### config.mk
export PLATFORM = sky130hd
export DESIGN_NAME = spr_div
export DESIGN_NICKNAME = d
export VERILOG_FILES = /design/src/sv/spr_pkg.sv /design/src/sv/spr_div.sv
export SDC_FILE = /design/constraint.sdc
export NUM_CORES = 1
export LEC_CHECK = 0
export BUFFER_PORTS_ARGS = -buffer_cell sky130_fd_sc_hd__buf_2
export CAP_MARGIN = 20
export CORE_MARGIN = 2
export CORE_UTILIZATION = 35
export CTS_CLUSTER_DIAMETER = 30
export DETAILED_ROUTE_END_ITERATION = 8
export GPL_ROUTABILITY_DRIVEN = 0
export PLACE_DENSITY = 0.53
export SLEW_MARGIN = 15
export SYNTH_ARGS = -nofsm -noshare
export SYNTH_HDL_FRONTEND = slang
export SYNTH_SLANG_ARGS = --single-unit
### constraint.sdc
create_clock -name clock -period 4.5 [get_ports clock]
set_input_delay 1.35 -clock clock [delete_from_list [all_inputs] [get_ports clock]]
set_output_delay 1.35 -clock clock [all_outputs]
set_load 0.01 [all_outputs]
### src/sv/spr_pkg.sv
// Shared types and constants for the spectral peak refinement block.
// Used by the frame store, the offset divider, the top level and the checker.
`default_nettype none

package spr_pkg;

   localparam int MAG_W  = 24;
   localparam int PH_W   = 16;
   localparam int PHO_W  = 17;
   localparam int OFF_W  = 16;
   localparam int THR_W  = 16;
   localparam int BIN_W  = 10;
   localparam int WORD_W = MAG_W + PH_W;

   localparam logic [THR_W-1:0] THR_MIN   = 16'd66;
   localparam logic [THR_W-1:0] THR_MAX   = 16'd32768;
   localparam logic [THR_W-1:0] THR_RESET = 16'd655;

   localparam logic [MAG_W-1:0] MAG_MAX   = 24'hFFFFFF;
   localparam logic [PHO_W-1:0] PH17_MAX  = 17'h0FFFF;
   localparam logic [PHO_W-1:0] PH17_MIN  = 17'h10000;
   localparam logic [14:0]      OFF_LIMIT = 15'd16384;

   // Offset divider: the quotient never exceeds 16384, so 15 quotient bits suffice.
   localparam int DIV_NUM_W = 40;
   localparam int DIV_DEN_W = 26;
   localparam int DIV_Q_W   = 15;
   localparam int DIV_CNT_W = 4;

   localparam logic ACT_WRITE = 1'b0;
   localparam logic ACT_READ  = 1'b1;

   typedef enum logic [3:0] {
      ST_IDLE,
      ST_RD_B,
      ST_RD_A,
      ST_RD_G,
      ST_MUL_THR,
      ST_CHECK,
      ST_DIV,
      ST_MUL_MAG,
      ST_MAG,
      ST_MUL_PH,
      ST_PH,
      ST_DONE
   } state_type;

   typedef struct packed {
      logic wr_en;
      logic rd_en;
   } store_ctl_type;

   typedef struct packed {
      logic busy;
      logic done;
   } div_status_type;

endpackage

`default_nettype wire

### src/sv/spr_div.sv
// Iterative restoring divider for the sub-bin offset, one quotient bit per cycle.
// Uses spr_pkg for its widths and the status struct.
`default_nettype none

module spr_div
   import spr_pkg::*;
(
   input  wire logic                  clock,
   input  wire logic                  reset,
   input  wire logic                  start,
   input  wire logic [DIV_NUM_W-1:0]  num,
   input  wire logic [DIV_DEN_W-1:0]  den,
   output div_status_type             status,
   output logic      [DIV_Q_W-1:0]    quotient
);

   logic [DIV_NUM_W-1:0] rem_ff, rem_in;
   logic [DIV_NUM_W-1:0] dsh_ff, dsh_in;
   logic [DIV_Q_W-1:0]   q_ff, q_in;
   logic [DIV_CNT_W-1:0] cnt_ff, cnt_in;
   logic                 busy_ff, busy_in;
   logic                 done_ff, done_in;
   logic                 fits;

   assign fits = rem_ff >= dsh_ff;

   // The caller guarantees num < den * 2**DIV_Q_W, so the divisor starts
   // aligned to the top quotient bit and shifts right one place per step.
   always_comb begin
      rem_in  = rem_ff;
      dsh_in  = dsh_ff;
      q_in    = q_ff;
      cnt_in  = cnt_ff;
      busy_in = busy_ff;
      done_in = 1'b0;
      if (start) begin
         rem_in  = num;
         dsh_in  = DIV_NUM_W'(den) << (DIV_Q_W - 1);
         q_in    = '0;
         cnt_in  = DIV_CNT_W'(DIV_Q_W - 1);
         busy_in = 1'b1;
      end else if (busy_ff) begin
         rem_in = fits ? (rem_ff - dsh_ff) : rem_ff;
         q_in   = {q_ff[DIV_Q_W-2:0], fits};
         dsh_in = dsh_ff >> 1;
         if (cnt_ff == '0) begin
            busy_in = 1'b0;
            done_in = 1'b1;
         end else begin
            cnt_in = cnt_ff - 1'b1;
         end
      end
   end

   always_ff @(posedge clock) begin
      if (reset) begin
         busy_ff <= 1'b0;
         done_ff <= 1'b0;
      end else begin
         busy_ff <= busy_in;
         done_ff <= done_in;
      end
   end

   always_ff @(posedge clock) begin
      rem_ff <= rem_in;
      dsh_ff <= dsh_in;
      q_ff   <= q_in;
      cnt_ff <= cnt_in;
   end

   assign status.busy = busy_ff;
   assign status.done = done_ff;
   assign quotient    = q_ff;

endmodule

`default_nettype wire

### Word-level counts from Yosys, hierarchy flattened

Index checks and enable logic that the tools add are counted.

* word-level logic and storage cells: 27
* output and inout bits: 17
* input bits: 69
* register bits after elaboration: 101

* mux-type cells: 9
* bitwise operators: 2
* $add $sub $neg: 2
* magnitude comparators: 1
* reductions and logical operators: 6

Operators by type and width (count)
* 40-bit two-way mux: 5
* 40-bit greater-or-equal comparator: 1
* 40-bit subtractor: 1
* 4-bit zero test: 1
* 1-bit two-way mux: 4
* 2-bit AND reduction: 2
* 2-bit nonzero test: 2
* 4-bit by 1-bit subtractor with 4-bit output, second input constant: 1
* 3-bit OR reduction: 1
* 1-bit inverter: 2

### Depth between registers and ports, before layout

Gate-level depths: netlist of run 1.

* depth after elaboration: 4
* depth in mapped cells: 13
* mapped depth without buffers: 13

### Worst setup path before layout of run 1

Ideal clock, no wire load.

* path kind: flip-flop to flip-flop
* start: reg rem_ff[22]
* end: reg rem_ff[0], enable pin
* arrival time: 4324 ps
* cell stages (with the launch flop): 11
* library setup time: 462 ps
* path buffers: 1
* slack: -286 ps
* clock period less this slack: 4786 ps
* data required time: 4038 ps
* cell sequence: edfxtp_1 ha_1 clkbuf_1 a21o_1 a21o_1 a31oi_1 or4_1 nand2_1 a31oi_1 or3_1 a31oi_1

* word-level cells in the longest chain between the ends: 3

RTL lines
* start: declaration: RTL line spr_div.sv:17 `logic [DIV_NUM_W-1:0] rem_ff, rem_in;`
* start signal: assignment: RTL line spr_div.sv:66 `rem_ff <= rem_in;`
* 40-bit greater-or-equal comparator: RTL line spr_div.sv:25 `assign fits = rem_ff >= dsh_ff;`
* 2-bit nonzero test (no line)
* 2-bit AND reduction (no line)

Every way passes these cells.
A chain may end at the register's enable or synchronous reset.

### Worst setup path after layout of run 1

* start: reg rem_ff[0]
* end: reg rem_ff[19], enable pin

Same word-level chain as after synthesis.

==> results of run 1 <==
## power groups by stage
stage                     sequential, mW  clock (mW)  combinational [mW]
after floorplan                     1.29           0                1.47
after global placement              1.31           0                1.86
after detailed placement            1.32           0                1.86
after CTS                           1.30       0.845                1.88
after global routing                1.31       0.887                2.10
final                               1.30       0.827                1.89
## metal layers
layer  track usage, %  up-vias  part of all wire (%)
met4             5.42        0                   2.5
met1             21.6     2462                    46
met2             27.8      150                    47
li1                 -     2650                     -
met3             3.97       30                   4.7
met5                0        -                     0
## synth_stat cells (all sizes together) (3+ instances only)
library cell | count | share of area [%]
nor2 | 52 | 3.1
nor2b | 6 | 0.62
a211oi | 4 | 0.46
inv | 48 | 2.8
o211ai | 6 | 0.77
edfxtp | 66 | 31
a211o | 3 | 0.43
buf | 8 | 0.87
nand3 | 15 | 1.2
a21o | 31 | 3.6
xor2 | 17 | 2.3
or3 | 4 | 0.39
nand2 | 99 | 5.7
a22o | 10 | 1.4
ha | 41 | 7.9
o22ai | 3 | 0.29
nand4 | 8 | 0.77
o21ai | 64 | 5.0
and4 | 3 | 0.41
dfxtp | 35 | 11
clkbuf | 34 | 2.2
xnor2 | 20 | 2.7
and2 | 4 | 0.39
a31oi | 11 | 1.1
mux2i | 29 | 4.5
nor3 | 5 | 0.39
o21bai | 3 | 0.35
a21oi | 42 | 3.3
and3 | 5 | 0.50
## state kept, by name, summed over array words and instances, names as in the netlist
signal and count:
busy_ff 1, dsh_ff 40, rem_ff 40, quotient 15
done_ff 1, cnt_ff 4
## worst min-delay path, stage by stage, from the launching register on
cell,delay (ns)
dfxtp_1,0.33
mux2i_1,0.07
nor2_1,0.08
## kinds of logic (layout without fill, tap and decap cells)
logic type / Yosys count / after routing
AND/OR/NAND/NOR: 211 / 211
XOR/XNOR: 37 / 37
adder cells (fa/ha/maj): 42 / 42
buffers and inverters: 91 / 156
AO/OA/AOI/OAI: 198 / 198
flip-flops: 101 / 101
multiplexers: 31 / 31
## final cells by class
class                      count  area, sq um  area share, %
multi-input combinational    519         3410           46.4
sequential                   101         2680           36.5
timing repair buffer          91          473           6.43
tap                          229          287           3.90
clock buffer                  12          279           3.79
inverter                      49          184           2.50
clock inverter                 4         33.8          0.459
## how the worst max path moves through the flow
stage,startpoint,cells past startpoint,end,slack [ns]
after floorplan,start,5,rem_ff[0]$_DFFE_PP_,0.60
after global placement,rem_ff[0]$_DFFE_PP_,14,rem_ff[22]$_DFFE_PP_,1.20
after detailed placement,rem_ff[0]$_DFFE_PP_,14,rem_ff[27]$_DFFE_PP_,1.12
after CTS,rem_ff[0]$_DFFE_PP_,14,rem_ff[33]$_DFFE_PP_,1.12
after global routing,rem_ff[0]$_DFFE_PP_,14,rem_ff[17]$_DFFE_PP_,0.78
final,rem_ff[0]$_DFFE_PP_,14,rem_ff[19]$_DFFE_PP_,1.12
==> flow_metrics.tcl, run 1 <==
set metrics [dict create \
    drv_slew 0 \
    worst_slew_pin_slew_ns 0.896 \
    ff2ff_path_depth 14 \
    grt_pass1_vias 5343 \
    rr_endpoint "rem_ff[19]$_DFFE_PP_" \
    cp_num_buf_inv 3 \
    synthesis.nets 822 \
    slew_headroom_pct 40.2 \
    start_util_pct 35.9 \
    wire_per_inst_microns 16.2 \
    htree_levels 3 \
    syn_area_sq_um 6460 \
    drt_iter0_markers 317 \
    fillerInstances 1826 \
    layout-drive-gt1-share_pct 16.5 \
    ys_seq_area_share_pct 41.5 \
    ys_ff_latch 101 \
    min-delay-start "quotient[14]$_SDFFE_PP0P_" \
    grt_pass1_wl_microns 26400 \
    final_common_cell "nand2_1" \
    hold_buffers 0 \
    combPwrFrac_pct 47.1 \
    synth_top_family_by_area "compound AO/OA/AOI/OAI gates" \
    r2r-start "rem_ff[0]$_DFFE_PP_" \
    power.switching_mw 1.58 \
    grt_usage_pct 16.7 \
    final-hold-violation-count 0 \
    fin_total_pwr_mw 4.02 \
    clock_latency_ns 0.36 \
    ir_worst_vdd_mv 0.208 \
    route.antenna.remaining_nets 0 \
    crit_fanout 23 \
    viasPerCell 5.27 \
    place_area_sq_um 7040 \
    preCtsSetupSlack_ns 1.12 \
    final-setup-viol-count 0 \
    setup_slack_ns 1.12 \
    cts_tree "yes" \
    die_area_sq_um 19600 \
    internal_power_mw 2.43 \
    startpoint_type "flip-flop" \
    rsz0062_at_grt "no" \
    synth-edff-count 66 \
    die_h_microns 140 \
    powerDensity_nw_per_um2 546 \
    ioPinCount 86 \
    hold_end "quotient[14]$_SDFFE_PP0P_" \
    critPathKind "reg2reg" \
    r2r_setup_slack_ns 1.12 \
    max_stage_delay_ns 0.43 \
    clockPowerShare_pct 20.6 \
    die-width_microns 140 \
    antenna_found_initial 0 \
    wirelength_microns 16300 \
    syn-instance-count 711 \
    synth_async_sr_flop_share_pct 0 \
    max_freq_ghz 0.296 \
    synthSimpleGateAreaFrac_pct 14.5 \
    numClockSinks 101 \
    drv_cap 0 \
    postSynthAreaPerCell_sq_um 9.09 \
    p_seq_share_pct 32.3 \
    synthAdderAreaFrac_pct 8.25 \
    dp_hpwl_microns 12100 \
    core_sq_um 18000 \
    fin_cells 1005 \
    drc 0 \
    clkSlewWorstSetupHoldPaths_ns 0.07 \
    dp_cells 989 \
    ys_types 68 \
    root_buffer "clkbuf_16" \
    switching_share_pct 39.4 \
    critical_path_required_ns 4.59 \
    fin_skew_ns 0.00992 \
    crit_slowest_cell "nor3_1" \
    vias 5292 \
    grt_start_max_net_pins 59 \
    ctsResizeCount 0 \
    whs_path_depth 2 \
    synth-main-ff-cell "edfxtp_1" \
    whs_ns 0.521 \
    grt_overflow 0 \
    dr.pass1.iters 5 \
    critPathTopFamily "compound AO/OA/AOI/OAI gates" \
    outcome "completed" \
    yosys_warnings 0 \
    post_cts_buffers 0 \
    cts_max_path_buffers 2 \
    synth_compound_area_share_pct 19.9 \
    diodes 0 \
    cts_inserted_buffers 9 \
    yosys-mux-area-fraction_pct 4.84 \
    synthXorXnorAreaFrac_pct 5.01 \
    finalNetCount 882 \
    total_leakage_power_nw 3.12 \
    crit_path_cell_trace "inv_1, ha_1, inv_1, fa_1, nand3_1, a21oi_1, nor3_1, o211ai_2, a311oi_1, nand2_1, a31oi_1, or3_1, a31oi_4, buf_4" \
    tns_ns 0 \
    path_common_cell "inv_1" \
    final_util_pct 40.8 \
    cp_data_arrival_time_ns 3.46 \
    end_kind "flip-flop" \
    portBuffers 85 \
    min_period_over_period_pct 75.0 \
    design_area_sq_um 7350 \
    post-route-min-period_ns 3.38 \
    area_delta_synth_final_pct 13.8 \
    row_count 49 \
    hold_path.class "reg2reg" \
    layout_common_cells "nand2_1, buf_2, edfxtp_1, o21ai_0, nor2_1" \
]
No activity file was read; power rests on OpenSTA's default activity.
==> run 2: changes to the inputs <==
- ABC_AREA: unset -> 1
- PLACE_DENSITY: 0.53 -> 0.51
- clock period: 4.5 -> 3.16 ns (I/O delays scaled with it)
==> flow_metrics.tcl, run 2 <==
set metrics [dict create \
    ys_seq_area_share_pct 38.1 \
    outcome "completed" \
    place_area_sq_um 7790 \
    preCtsSetupSlack_ns 0.525 \
    fin_total_pwr_mw 4.80 \
    dr.pass1.iters 6 \
    crit_fanout 10 \
    final_util_pct 41.2 \
    ys_types 34 \
    grt_pass1_vias 6256 \
    fillerInstances 2186 \
    worst_slew_pin_slew_ns 0.784 \
    ir_worst_vdd_mv 0.268 \
    wirelength_microns 18800 \
    final-hold-violation-count 0 \
    top_usage_layer "met2" \
    critPathKind "reg2reg" \
    ctsResizeCount 0 \
    setup_slack_ns 0.555 \
    grt_pass1_wl_microns 31600 \
    numClockSinks 101 \
    route.antenna.remaining_nets 0 \
    design_area_sq_um 8070 \
    whs_ns 0.463 \
    synth_common_cells "nand2_1, inv_1, nor2_1, edfxtp_1, nand3_1" \
    start_util_pct 36.0 \
    grtUsageMet3_pct 3.67 \
    die_area_sq_um 21300 \
    synth_top_area_cell "edfxtp_1" \
    portBuffers 85 \
    cts_tree "yes" \
    grt_usage_pct 18.3 \
    dp_hpwl_microns 14900 \
    rsz0062_at_grt "no" \
    met1_usage_pct 25.6 \
    fin_skew_ns 0.00846 \
    hold_path.class "reg2reg" \
    total_leakage_power_nw 4.10 \
    ioPinCount 86 \
    die-width_microns 146 \
    row_count 51 \
    fin_cells 1385 \
    critical_path_required_ns 3.27 \
    synth_async_sr_flop_share_pct 0 \
    cts_inserted_buffers 9 \
    yosys_warnings 0 \
    layout-drive-gt1-share_pct 13.2 \
    final-setup-viol-count 0 \
    ys_top_cells_by_area "edfxtp_1, nand2_1, dfxtp_1" \
    die_h_microns 146 \
    tns_ns 0 \
    hold_buffers 0 \
    yosysMostFrequentCell "nand2_1" \
    drv_cap 0 \
    layout_common_cells "nand2_1, inv_1, buf_2, nor2_1, edfxtp_1" \
    root_buffer "clkbuf_16" \
    syn-instance-count 1032 \
    grt_overflow 0 \
    syn_area_sq_um 7050 \
    postSynthAreaPerCell_sq_um 6.83 \
    startpoint_type "flip-flop" \
    final_common_cell "nand2_1" \
    drt_iter0_markers 344 \
    end_kind "flip-flop" \
    cts_max_path_buffers 2 \
    clkSlewWorstSetupHoldPaths_ns 0.08 \
    drc 0 \
    min_period_over_period_pct 82.4 \
    clock_latency_ns 0.36 \
    antenna_found_initial 0 \
    cp_data_arrival_time_ns 2.72 \
    diodes 0 \
    max_freq_ghz 0.384 \
    synth-main-ff-cell "edfxtp_1" \
    grt_start_max_net_pins 78 \
    vias 6396 \
    dp_cells 1369 \
    synth-edff-count 66 \
    synthesis.nets 1143 \
    htree_levels 3 \
    post_cts_buffers 0 \
    post-route-min-period_ns 2.60 \
    area_delta_synth_final_pct 14.5 \
    use_met2_pct 29.3 \
    wire_per_inst_microns 13.5 \
    drv_slew 0 \
    synth_top_area_share_pct 28.1 \
    powerDensity_nw_per_um2 595 \
    ys_ff_latch 101 \
    core_sq_um 19600 \
    slew_headroom_pct 47.7 \
    viasPerCell 4.62 \
    finalNetCount 1226 \
]
## run 2: cells by family after synthesis
logic type	Yosys count	synth area share, %
buffers and inverters	213	11.6
DFF	101	38.1
AOI/OAI and AO/OA	122	9.34
adders and majority gates	42	7.56
xor gates and xnor gates	8	0.994
and+or+nand+nor	546	32.5
## run 2: critical path, stage by stage, from the launching register on
cell	delay, ns
edfxtp_1	0.37
inv_1	0.07
ha_1	0.14
inv_1	0.07
fa_1	0.42
nand3_1	0.09
nand3_1	0.14
nand2_1	0.11
nand2_2	0.08
nand3_1	0.07
nand3_1	0.10
nand3_1	0.09
nand2_1	0.08
nand2_1	0.08
nand2_2	0.18
buf_4	0.26
## run 2: area by class of cell
cell class | instances | area [sq um] | area share, %
Multi-Input combinational cell | 718 | 3550 | 44.1
Sequential cell | 101 | 2680 | 33.3
Inverter | 192 | 721 | 8.93
Timing Repair Buffer | 93 | 498 | 6.17
Tap cell | 265 | 332 | 4.11
Clock buffer | 9 | 225 | 2.79
Clock inverter | 7 | 55.1 | 0.682
## run 2: power breakdown
group	switching (mW)	total, mW	internal, mW
Sequential	0.0516	1.67	1.61
Clock	0.539	1.09	0.548
Combinational	1.35	2.05	0.702
Total	1.94	4.80	2.86
## run 2: path summary, 6_finish.rpt
kind                             startpoint                        end  slack, ns  depth (start not counted)
setup / recovery        rem_ff[0]$_DFFE_PP_        rem_ff[2]$_DFFE_PP_       0.56                         15
setup reg to reg        rem_ff[0]$_DFFE_PP_        rem_ff[2]$_DFFE_PP_       0.56                         15
hold / removal    quotient[14]$_SDFFE_PP0P_  quotient[14]$_SDFFE_PP0P_       0.46                          2
hold reg to reg   quotient[14]$_SDFFE_PP0P_  quotient[14]$_SDFFE_PP0P_       0.46                          2
## run 2: metal layers
metal  routed length (microns)  part of all wire, %
met4                       198                  1.1
met3                       975                  5.2
met2                      8300                   44
met5                         0                    0
met1                      9270                   49
